==> config.mk <==
export PLATFORM = sky130hd
export DESIGN_NAME = int_to_pow2_radix_string
export DESIGN_NICKNAME = d
export VERILOG_FILES = /design/src/rtl/itpr_pkg.sv /design/src/rtl/itpr_dp.sv /design/src/rtl/itpr_ctrl.sv /design/src/rtl/int_to_pow2_radix_string.sv
export VERILOG_INCLUDE_DIRS = /design/src /design/src/rtl
export SDC_FILE = /design/constraint.sdc
export NUM_CORES = 1
export LEC_CHECK = 0
export BUFFER_PORTS_ARGS = -buffer_cell sky130_fd_sc_hd__buf_2
export CAP_MARGIN = 20
export CORE_ASPECT_RATIO = 1.2
export CORE_MARGIN = 2
export CORE_UTILIZATION = 60
export CTS_CLUSTER_SIZE = 10
export DETAILED_ROUTE_END_ITERATION = 6
export GPL_TIMING_DRIVEN = 0
export PLACE_DENSITY_LB_ADDON = 0.1
export SYNTH_ARGS = -nofsm -noshare
export SYNTH_HDL_FRONTEND = slang
export SYNTH_SLANG_ARGS = --single-unit
==> constraint.sdc <==
create_clock -name clock -period 11.63 [get_ports clock]
set_input_delay 1.163 -clock clock [delete_from_list [all_inputs] [get_ports clock]]
set_output_delay 1.163 -clock clock [all_outputs]
set_load 0.01 [all_outputs]
==> src/rtl/int_to_pow2_radix_string_macros.svh <==
`ifndef INT_TO_POW2_RADIX_STRING_MACROS_SVH
`define INT_TO_POW2_RADIX_STRING_MACROS_SVH

// Implication checked on every clock edge outside reset.
`define ITPR_ASSERT(label, prop, msg) \
   label: assert property (@(posedge clock) disable iff (reset) prop) else $error(msg);

// Implication checked on every clock edge, reset included.
`define ITPR_ASSERT_ALWAYS(label, prop, msg) \
   label: assert property (@(posedge clock) prop) else $error(msg);

`endif

==> src/rtl/itpr_pkg.sv <==
package itpr_pkg;

   localparam int DATA_WIDTH_DEF = 32;

   localparam logic [7:0] CHAR_ZERO  = 8'h30;
   localparam logic [7:0] CHAR_A     = 8'h41;
   localparam logic [7:0] CHAR_MINUS = 8'h2D;
   localparam logic [7:0] CHAR_NONE  = 8'h00;
   localparam logic [4:0] DIGIT_TEN  = 5'd10;

   // exponents 1..5 allowed, radix 2..32
   localparam logic [5:0] BASE_EXP_MASK = 6'b111110;

   localparam logic [1:0] EMIT_ERR   = 2'd0;
   localparam logic [1:0] EMIT_MINUS = 2'd1;
   localparam logic [1:0] EMIT_DIGIT = 2'd2;

   typedef struct packed {
      logic       load_in;
      logic       setup;
      logic       step;
      logic       emit;
      logic [1:0] emit_kind;
      logic       emit_last;
   } dp_cmd_type;

   typedef struct packed {
      logic base_ok;
      logic neg;
      logic digit_zero;
      logic last_pos;
      logic out_free;
   } dp_sts_type;

   // log2 of the radix, 0 when the radix is not an allowed power of two
   function automatic logic [2:0] base_shift(input logic [7:0] radix);
      logic [2:0] k;
      k = 3'd0;
      case (radix)
         8'd2:    k = 3'd1;
         8'd4:    k = 3'd2;
         8'd8:    k = 3'd3;
         8'd16:   k = 3'd4;
         8'd32:   k = 3'd5;
         default: k = 3'd0;
      endcase
      if (!BASE_EXP_MASK[k]) begin
         k = 3'd0;
      end
      return k;
   endfunction

   function automatic logic [7:0] digit_char(input logic [4:0] d);
      logic [7:0] c;
      if (d < DIGIT_TEN) begin
         c = CHAR_ZERO + {3'b000, d};
      end else begin
         c = CHAR_A + {3'b000, d} - {3'b000, DIGIT_TEN};
      end
      return c;
   endfunction

endpackage

==> src/rtl/itpr_dp.sv <==
module itpr_dp #(
   parameter int DATA_WIDTH = itpr_pkg::DATA_WIDTH_DEF
) (
   input  logic                         clock,
   input  logic                         reset,
   input  logic signed [DATA_WIDTH-1:0] req_value,
   input  logic [7:0]                   req_radix,
   input  itpr_pkg::dp_cmd_type         cmd,
   output itpr_pkg::dp_sts_type         sts,
   output logic                         rsp_valid,
   input  logic                         rsp_ready,
   output logic [7:0]                   rsp_ascii_char,
   output logic                         rsp_is_last,
   output logic                         rsp_status
);
   import itpr_pkg::*;

   localparam int W  = DATA_WIDTH;
   localparam int AW = W + 4;
   localparam int CW = $clog2(W + 1);

   // digit positions and top padding per digit width
   localparam int ND1 = W;
   localparam int ND2 = (W + 1) / 2;
   localparam int ND3 = (W + 2) / 3;
   localparam int ND4 = (W + 3) / 4;
   localparam int ND5 = (W + 4) / 5;
   localparam int PAD2 = ND2 * 2 - W;
   localparam int PAD3 = ND3 * 3 - W;
   localparam int PAD4 = ND4 * 4 - W;
   localparam int PAD5 = ND5 * 5 - W;

   logic [W-1:0]  val_ff, val_in;
   logic [7:0]    radix_ff, radix_in;
   logic [2:0]    sh_ff, sh_in;
   logic [AW-1:0] aln_ff, aln_in;
   logic [CW-1:0] cnt_ff, cnt_in;
   logic          rsp_valid_ff, rsp_valid_in;
   logic [7:0]    rsp_char_ff, rsp_char_in;
   logic          rsp_last_ff, rsp_last_in;
   logic          rsp_status_ff, rsp_status_in;

   logic [2:0]    sh_new;
   logic [W-1:0]  mag;
   logic [2:0]    pad;
   logic [CW-1:0] nd;
   logic [4:0]    digit;
   logic          out_free;

   assign sh_new   = base_shift(radix_ff);
   assign mag      = val_ff[W-1] ? (~val_ff + 1'b1) : val_ff;
   assign out_free = !rsp_valid_ff || rsp_ready;

   always_comb begin
      unique case (sh_new)
         3'd2:    begin pad = 3'(PAD2); nd = CW'(ND2); end
         3'd3:    begin pad = 3'(PAD3); nd = CW'(ND3); end
         3'd4:    begin pad = 3'(PAD4); nd = CW'(ND4); end
         3'd5:    begin pad = 3'(PAD5); nd = CW'(ND5); end
         default: begin pad = 3'd0;     nd = CW'(ND1); end
      endcase
   end

   // top digit of the aligned magnitude
   always_comb begin
      unique case (sh_ff)
         3'd2:    digit = {3'b000, aln_ff[AW-1 -: 2]};
         3'd3:    digit = {2'b00, aln_ff[AW-1 -: 3]};
         3'd4:    digit = {1'b0, aln_ff[AW-1 -: 4]};
         3'd5:    digit = aln_ff[AW-1 -: 5];
         default: digit = {4'b0000, aln_ff[AW-1]};
      endcase
   end

   always_comb begin
      val_in   = val_ff;
      radix_in = radix_ff;
      sh_in    = sh_ff;
      aln_in   = aln_ff;
      cnt_in   = cnt_ff;
      if (cmd.load_in) begin
         val_in   = req_value;
         radix_in = req_radix;
      end
      if (cmd.setup) begin
         sh_in  = sh_new;
         // place the padded digit field at the top of the shifter
         aln_in = {4'b0000, mag} << (3'd4 - pad);
         cnt_in = nd;
      end
      if (cmd.step) begin
         aln_in = aln_ff << sh_ff;
         cnt_in = cnt_ff - 1'b1;
      end
   end

   always_comb begin
      rsp_valid_in  = rsp_valid_ff && !rsp_ready;
      rsp_char_in   = rsp_char_ff;
      rsp_last_in   = rsp_last_ff;
      rsp_status_in = rsp_status_ff;
      if (cmd.emit) begin
         rsp_valid_in = 1'b1;
         rsp_last_in  = cmd.emit_last;
         case (cmd.emit_kind)
            EMIT_MINUS: begin
               rsp_char_in   = CHAR_MINUS;
               rsp_status_in = 1'b0;
            end
            EMIT_DIGIT: begin
               rsp_char_in   = digit_char(digit);
               rsp_status_in = 1'b0;
            end
            default: begin
               rsp_char_in   = CHAR_NONE;
               rsp_status_in = 1'b1;
            end
         endcase
      end
   end

   always_ff @(posedge clock) begin
      val_ff        <= val_in;
      radix_ff      <= radix_in;
      sh_ff         <= sh_in;
      aln_ff        <= aln_in;
      cnt_ff        <= cnt_in;
      rsp_char_ff   <= rsp_char_in;
      rsp_last_ff   <= rsp_last_in;
      rsp_status_ff <= rsp_status_in;
      if (reset) begin
         rsp_valid_ff <= 1'b0;
      end else begin
         rsp_valid_ff <= rsp_valid_in;
      end
   end

   assign sts.base_ok    = (sh_new != 3'd0);
   assign sts.neg        = val_ff[W-1];
   assign sts.digit_zero = (digit == 5'd0);
   assign sts.last_pos   = (cnt_ff == CW'(1));
   assign sts.out_free   = out_free;

   assign rsp_valid      = rsp_valid_ff;
   assign rsp_ascii_char = rsp_char_ff;
   assign rsp_is_last    = rsp_last_ff;
   assign rsp_status     = rsp_status_ff;

endmodule

==> src/rtl/itpr_ctrl.sv <==
`include "int_to_pow2_radix_string_macros.svh"

module itpr_ctrl (
   input  logic                 clock,
   input  logic                 reset,
   input  logic                 req_valid,
   output logic                 req_ready,
   input  itpr_pkg::dp_sts_type sts,
   output itpr_pkg::dp_cmd_type cmd
);
   import itpr_pkg::*;

   localparam logic [2:0] ST_IDLE  = 3'd0;
   localparam logic [2:0] ST_SETUP = 3'd1;
   localparam logic [2:0] ST_SIGN  = 3'd2;
   localparam logic [2:0] ST_DIGIT = 3'd3;
   localparam logic [2:0] ST_ERR   = 3'd4;

   logic [2:0] state_ff, state_in;
   logic       started_ff, started_in;

   always_comb begin
      state_in      = state_ff;
      started_in    = started_ff;
      req_ready     = 1'b0;
      cmd.load_in   = 1'b0;
      cmd.setup     = 1'b0;
      cmd.step      = 1'b0;
      cmd.emit      = 1'b0;
      cmd.emit_kind = EMIT_ERR;
      cmd.emit_last = 1'b0;
      unique case (state_ff)
         ST_IDLE: begin
            req_ready = 1'b1;
            if (req_valid) begin
               cmd.load_in = 1'b1;
               state_in    = ST_SETUP;
            end
         end
         ST_SETUP: begin
            cmd.setup  = 1'b1;
            started_in = 1'b0;
            if (!sts.base_ok) begin
               state_in = ST_ERR;
            end else if (sts.neg) begin
               state_in = ST_SIGN;
            end else begin
               state_in = ST_DIGIT;
            end
         end
         ST_ERR: begin
            if (sts.out_free) begin
               cmd.emit      = 1'b1;
               cmd.emit_kind = EMIT_ERR;
               cmd.emit_last = 1'b1;
               state_in      = ST_IDLE;
            end
         end
         ST_SIGN: begin
            if (sts.out_free) begin
               cmd.emit      = 1'b1;
               cmd.emit_kind = EMIT_MINUS;
               state_in      = ST_DIGIT;
            end
         end
         ST_DIGIT: begin
            if (started_ff || !sts.digit_zero || sts.last_pos) begin
               if (sts.out_free) begin
                  cmd.emit      = 1'b1;
                  cmd.emit_kind = EMIT_DIGIT;
                  cmd.emit_last = sts.last_pos;
                  cmd.step      = 1'b1;
                  started_in    = 1'b1;
                  if (sts.last_pos) begin
                     state_in = ST_IDLE;
                  end
               end
            end else begin
               // drop a leading zero digit without output
               cmd.step = 1'b1;
            end
         end
         default: begin
            state_in = ST_IDLE;
         end
      endcase
   end

   always_ff @(posedge clock) begin
      started_ff <= started_in;
      if (reset) begin
         state_ff <= ST_IDLE;
      end else begin
         state_ff <= state_in;
      end
   end

   `ITPR_ASSERT(a_emit_needs_room, cmd.emit |-> sts.out_free, "emit into a full output")
   `ITPR_ASSERT(a_accept_to_setup, (req_valid && req_ready) |=> (state_ff == ST_SETUP), "no setup")
   `ITPR_ASSERT(a_bad_base_err, (cmd.setup && !sts.base_ok) |=> (state_ff == ST_ERR), "base error")
   `ITPR_ASSERT(a_last_ends, (cmd.emit && cmd.emit_last) |=> (state_ff == ST_IDLE), "no end")

endmodule

==> src/rtl/int_to_pow2_radix_string.sv <==
// Channel  Direction  Handshake            Payload
// req      in         req_valid/req_ready  req_value, req_radix
// rsp      out        rsp_valid/rsp_ready  rsp_ascii_char, rsp_is_last, rsp_status
//
// One request at a time: an accept state, a setup state, then a '-' for a negative
// value and a scan of ceil(DATA_WIDTH / log2(radix)) digit positions; an invalid
// base goes from setup to a single error character. The digit shifter and its
// position counter walk the digits; leading zero digits are scanned without
// output. Reset clears the controller state and the output valid.
// A stalled rsp holds the output register and the scan waits behind it.
module int_to_pow2_radix_string #(
   parameter int DATA_WIDTH = itpr_pkg::DATA_WIDTH_DEF
) (
   input  logic                         clock,
   input  logic                         reset,
   input  logic                         req_valid,
   output logic                         req_ready,
   input  logic signed [DATA_WIDTH-1:0] req_value,
   input  logic [7:0]                   req_radix,
   output logic                         rsp_valid,
   input  logic                         rsp_ready,
   output logic [7:0]                   rsp_ascii_char,
   output logic                         rsp_is_last,
   output logic                         rsp_status
);
   import itpr_pkg::*;

   dp_cmd_type cmd;
   dp_sts_type sts;

   itpr_ctrl u_ctrl (
      .clock     (clock),
      .reset     (reset),
      .req_valid (req_valid),
      .req_ready (req_ready),
      .sts       (sts),
      .cmd       (cmd)
   );

   itpr_dp #(
      .DATA_WIDTH (DATA_WIDTH)
   ) u_dp (
      .clock          (clock),
      .reset          (reset),
      .req_value      (req_value),
      .req_radix      (req_radix),
      .cmd            (cmd),
      .sts            (sts),
      .rsp_valid      (rsp_valid),
      .rsp_ready      (rsp_ready),
      .rsp_ascii_char (rsp_ascii_char),
      .rsp_is_last    (rsp_is_last),
      .rsp_status     (rsp_status)
   );

endmodule

After elaboration in Yosys (flattened, before gate mapping)
Memories as Yosys holds them, arrays and structs flattened.
Cells that the tools add are included.
{"block": "totals", "romBits": 8, "output_inout_bits": 12, "input_bits": 44, "n_memories": 1, "reg_bits": 100, "wordCells": 103}
{"block": "op_classes", "bitwise_logic": 1, "n_reduce_logical": 15, "n_eq_ne": 26, "n_addsub": 6, "shift": 2, "magnitude_cmp": 2, "muxes": 39}
{"memory": "(name not given)", "depth": 8, "width": 1, "rd": 1, "rd_ports_with_merged_regs": 0, "wr": 0, "line_no": "itpr_pkg.sv:47", "source": "if (!BASE_EXP_MASK[k]) begin"}
{"op": "2-to-1 mux 36 bit", "count": 2}
{"op": "left shift 32 x 3 -> 36 bit", "count": 1}
{"op": "left shift 36 x 3 -> 36 bit", "count": 1}
{"op": "adder 32 x 1 -> 32 bit, second input constant", "count": 1}
{"op": "2-to-1 mux 32 bit", "count": 1}
{"op": "NOT 32 bit", "count": 1}
{"op": "case mux 3 bit (5 select lines)", "count": 2}
{"op": "2-to-1 mux 3 bit", "count": 9}
{"op": "case mux 6 bit (4 select lines)", "count": 1}
{"op": "case mux 5 bit (4 select lines)", "count": 1}
{"op": "equality test 3 x 2 -> 1 bit, second input constant", "count": 6}
{"op": "case mux 8 bit (2 select lines)", "count": 1}
{"op": "equality test 3 bit, second input constant", "count": 5}
{"op": "2-to-1 mux 1 bit", "count": 12}
{"op": "2-to-1 mux 6 bit", "count": 2}
{"op": "inequality test 2 x 1 -> 1 bit, second input constant", "count": 5}
{"op": "case mux 3 bit (3 select lines)", "count": 1}
{"op": "adder 7 x 5 -> 8 bit, first input constant", "count": 1}
{"op": "equality test 8 x 2 -> 1 bit, second input constant", "count": 1}
{"op": "equality test 8 x 3 -> 1 bit, second input constant", "count": 1}
{"op": "equality test 8 x 4 -> 1 bit, second input constant", "count": 1}
{"op": "equality test 8 x 5 -> 1 bit, second input constant", "count": 1}
{"op": "equality test 8 x 6 -> 1 bit, second input constant", "count": 1}
{"op": "2-to-1 mux 4 bit", "count": 2}
{"op": "other kinds (25)", "count": 31}

Depth between registers and ports, before layout
{"block": "logic_depth", "ltp_word": 11, "depth_mapped": 17, "ltp_nobuf": 13}

By module
A second synthesis with hierarchy kept.
{"block": "unflattened", "hier_cells": 644, "area_unflattened_um2": 6566.3}
{"module": "itpr_dp", "seq_area_each_um2": 2842.7, "area_each_um2": 6254.7, "n_inst": 1, "cells_each": 603}
{"module": "itpr_ctrl", "seq_area_each_um2": 90.1, "area_each_um2": 311.5, "n_inst": 1, "cells_each": 41}

Worst setup path before layout
Ideal clock, no wire load.
{"block": "synth_timing", "path_kind": "flip-flop to flip-flop", "startpoint": "register u_dp.sh_ff[2]", "endpoint": "register u_dp.aln_ff[0] (enable)", "t_arrival_ps": 3935, "setup_ps": 395, "stages_incl_launch_ff": 15, "period_less_slack_ps": 4330, "slack_ps": 7300, "required_time_ps": 11235, "path_buffers": 5, "path_cell_list": "edfxtp_1 clkbuf_1 clkinv_1 clkbuf_1 ha_1 clkbuf_1 a31o_2 ha_1 nand2b_1 or4_4 buf_6 a21oi_4 buf_2 nor2_1 inv_1"}
{"block": "synth_between", "elab_chain_len": 9, "word_cells_on_any_way": 12, "cone_classes": "eq/ne: 4; mux: 3; reduce/logical: 5"}
{"item": "from (decl)", "line_no": "itpr_dp.sv:35", "source": "logic [2:0] sh_ff, sh_in;"}
{"item": "from (signal assigned)", "line_no": "itpr_dp.sv:125", "source": "sh_ff <= sh_in;"}
{"item": "equality test 3 bit or equality test 3 x 2 -> 1 bit (tied branches)", "line_no": "itpr_dp.sv:66", "source": "unique case (sh_ff)"}
{"item": "case mux 5 bit (4 select lines) *", "line_no": "itpr_dp.sv:66"}
{"item": "logical NOT 5 bit *", "line_no": "itpr_dp.sv:140", "source": "assign sts.digit_zero = (digit == 5'd0);"}
{"item": "logical NOT 1 bit *", "line_no": "itpr_ctrl.sv:67", "source": "if (started_ff || !sts.digit_zero || sts.last_pos) begin"}
{"item": "logical OR 1 bit * (2 in a row)", "line_no": "itpr_ctrl.sv:67"}
{"item": "2-to-1 mux 1 bit *", "line_no": "itpr_ctrl.sv:67"}
{"item": "2-to-1 mux 1 bit *", "line_no": "itpr_ctrl.sv:32", "source": "unique case (state_ff)"}
{"item": "nonzero test 2 bit (no line) *"}
{"item": "to (signal assigned)", "line_no": "itpr_dp.sv:126", "source": "aln_ff <= aln_in;"}
{"item": "to (decl)", "line_no": "itpr_dp.sv:36", "source": "logic [AW-1:0] aln_ff, aln_in;"}
Mark *: on every way between the ends. The rest lies on a longest branch, timed or not.
A chain may end at the register's enable or synchronous reset.

Final worst setup path
{"block": "layout_timing", "startpoint": "register u_dp.sh_ff[2]", "endpoint": "register u_dp.aln_ff[9] (enable)"}
Same word-level chain as after synthesis.

==> metrics.cfg <==
[run_status]
status=completed

[drt]
via_per_inst=6.60
drt-initial-drc-count=520
vias=5690
antenna_left=0
drc_errors=0
wl_per_cell_um=19.3
drt_pass1_iterations=5
routed_wl_um=16700

[synth]
synth_top_area_share_pct=42.6
synth_cell_types=70
synthSimpleGateAreaFrac_pct=15.6
synthFlopType=edfxtp_1
synth_top_family_by_area=compound AO/OA/AOI/OAI gates
syn-num-nets=712
synth_xor_xnor_area_share_pct=4.97
yosys.area.top_type=edfxtp_1
ys_async_sr_fraction_pct=0
synth-edff-count=95
synth_fa_ha_area_share_pct=1.50
synth.avg_cell_area_um2=10.1
syn_area_um2=6690
synth_compound_area_share_pct=19.7
ys_warn_count=0
synth_mux_area_share_pct=9.85
synth_area_leaders=edfxtp_1, mux4_2, mux2i_1
synth_seq_cells=99
synth_cells=660
ys_seq_area_share_pct=43.8

[cts]
cts_buffers=9
cts_hold_buffers=0
htreeDepth=3
cts_resized=0
cts_num_sinks=99
postCtsSetupRepairBufs=0
cts_buffer_depth=2
clockRootBuffer=clkbuf_16
clkTransAtPathRegs_ns=0.07
cts_tree=built
insertion_delay_ns=0.34

[critical_path]
crit_path_frequent_cell=clkbuf_1
r2r_cells=14
path_class=register to register
cp.arrival_ns=5.22
cp_top_family=buffers and inverters
cpPeakStageDelay_ns=0.63
crit_fanout=40
cp_num_cells=14
cp_slowest_cell=inv_2
worstPathRequired_ns=11.59
worstPathCellList=clkbuf_1, clkinv_1, clkbuf_1, ha_1, clkbuf_1, a31o_2, ha_1, nand2b_1, or4_4, buf_6, a21oi_4, buf_2, nor2_1, inv_2
start_kind=register
worstPathBufferInverterCount=7
end_kind=register

[die]
ios=56
num_rows=42
die_w_um=100
coreArea_um2=10900
die_height_um=120
start_util_pct=61.2
dieArea_um2=12000

[finish]
stdcell_count=862
nFillCells=850
layout_common_cells=edfxtp_1, buf_2, nand2_1
antenna_cells=0
final-seq-area_um2=2930
final_area_um2=7460
layout_commonest_cell=edfxtp_1
multi_input_area_um2=3460
area_growth_syn_to_layout_pct=11.4
layout-drive-gt1-share_pct=17.1
nNetsFinal=777

[global_route]
grtUsageTotal_pct=28.7
grt_remaining_overflow=0
antenna_found_initial=0
grt_max_degree=41
grt_pass1_wl_um=26800
grt_pass1_vias=5448

[timing]
final.min_clock_period_ns=5.25
slew_viol_final=0
fin_setup_tns_ns=0
worstMarginPinSlew_ns=0.842
setup_violations=0
clock.fmax_mhz=190
hold_violations=0
timing.hold.ws_ns=0.648
period_share_pct=45.2
rsz0062_at_grt=false
fin_skew_ns=0.0112
slew_headroom_pct=43.8

[min_path]
hold_depth=2
holdCritPathClass=register to register

[power]
clkPwrFrac_pct=34.0
p_switching_uw=252
total_power_uw=953
p_int_uw=701
p_sw_share_pct=26.4
powerDensity_nw_per_um2=128
ir_worst_vdd_mv=0.156
pwr-share-comb_pct=18.6
seqPwrFrac_pct=47.3
p_leak_uw=0.00263

[place]
place.gp.congestion=0.982
dp.cells=846
port_buffers=54
hpwl_um=12500
placed_area_um2=7130

[run]
drv_cap=0

path summary, 6_finish.rpt:
check                                    endpoint                             from  slack [ns]
setup / recovery         u_dp.aln_ff[9]$_DFFE_PP_          u_dp.sh_ff[2]$_DFFE_PP_        6.38
hold / removal    u_ctrl.state_ff[1]$_SDFFE_PP0P_  u_ctrl.state_ff[2]$_SDFFE_PP0P_        0.65
setup reg to reg         u_dp.aln_ff[9]$_DFFE_PP_          u_dp.sh_ff[2]$_DFFE_PP_        6.38
hold reg to reg   u_ctrl.state_ff[1]$_SDFFE_PP0P_  u_ctrl.state_ff[2]$_SDFFE_PP0P_        0.65
metal layers:
metal  up-vias  wire length [um]  track usage [%]
met3        57              1480             5.42
met4         0               759             15.6
met5         -                 0                0
met1      2621              6350             35.7
li1       2665                 -                -
met2       347              8070             47.0
kinds of logic (layout without fill, tap and decap cells):
logic type	count (synthesis)	after routing
flip-flops	99	99
XOR/XNOR	38	38
AO/OA/AOI/OAI	197	197
buffers and inverters	69	139
adder cells (fa/ha/maj)	8	8
multiplexers	46	46
other	1	1
AND/OR/NAND/NOR	202	202
worst min-delay path, stage by stage, from the launching register on:
cell     delay [ns]
dfxtp_1        0.36
nor2_1         0.13
and2_1         0.12
synthesized netlist by cell type, types with 4 or more instances:
| cell | instances |
|---|---|
| and2_1 | 6 |
| nand3_1 | 12 |
| a21oi_1 | 47 |
| mux2_2 | 6 |
| buf_2 | 13 |
| o21ai_1 | 5 |
| o2bb2ai_1 | 4 |
| o22ai_1 | 18 |
| mux2i_1 | 24 |
| edfxtp_1 | 95 |
| a221oi_1 | 6 |
| xnor2_1 | 18 |
| clkbuf_1 | 32 |
| nor2b_1 | 13 |
| nor4_1 | 5 |
| a211oi_1 | 19 |
| nor3_1 | 19 |
| nand2_1 | 54 |
| inv_1 | 15 |
| o41ai_1 | 10 |
| a31oi_1 | 11 |
| a22oi_1 | 4 |
| ha_1 | 8 |
| dfxtp_1 | 4 |
| o21ai_0 | 31 |
| a2bb2oi_1 | 6 |
| o31ai_1 | 11 |
| nor2_1 | 41 |
| nand2b_1 | 15 |
| mux4_2 | 15 |
| and3_1 | 4 |
| or3_1 | 11 |
| xor2_1 | 20 |
| or4_1 | 6 |
through the flow:
stage / setup WS, ns / util, %
floorplan: 7.30 / -
global placement: 6.05 / 65.2
detailed placement: 6.51 / 65.2
CTS: 6.46 / 68.2
global route: 6.12 / 68.2
finish: 6.38 / 68.2
sequential cells by signal, indices dropped and copies added (netlist names):
register / count
u_ctrl.started_ff: 1
u_ctrl.state_ff: 3
u_dp.aln_ff: 36
u_dp.cnt_ff: 6
u_dp.radix_ff: 8
u_dp.rsp_ascii_char: 7
u_dp.rsp_is_last: 1
u_dp.rsp_status: 1
u_dp.rsp_valid: 1
u_dp.sh_ff: 3
u_dp.val_ff: 32
power groups by stage:
stage               registers (uW)  logic, uW  clock network, uW
global placement               457        169                  0
detailed placement             458        173                  0
floorplan                      452        130                  0
CTS                            450        174                328
finish                         451        177                324
global route                   454        195                344
cell type report:
type                    count  share of cell area (%)
plain buffers              52                    3.19
clock buffers              12                    3.44
clock inverters             4                   0.973
inverters                  17                   0.856
multi-input cells         492                    46.4
flip-flops and latches     99                    39.3
well taps                 132                    2.21
repair buffers             54                    3.62
Note: power is estimated with default switching activity, not from simulation.
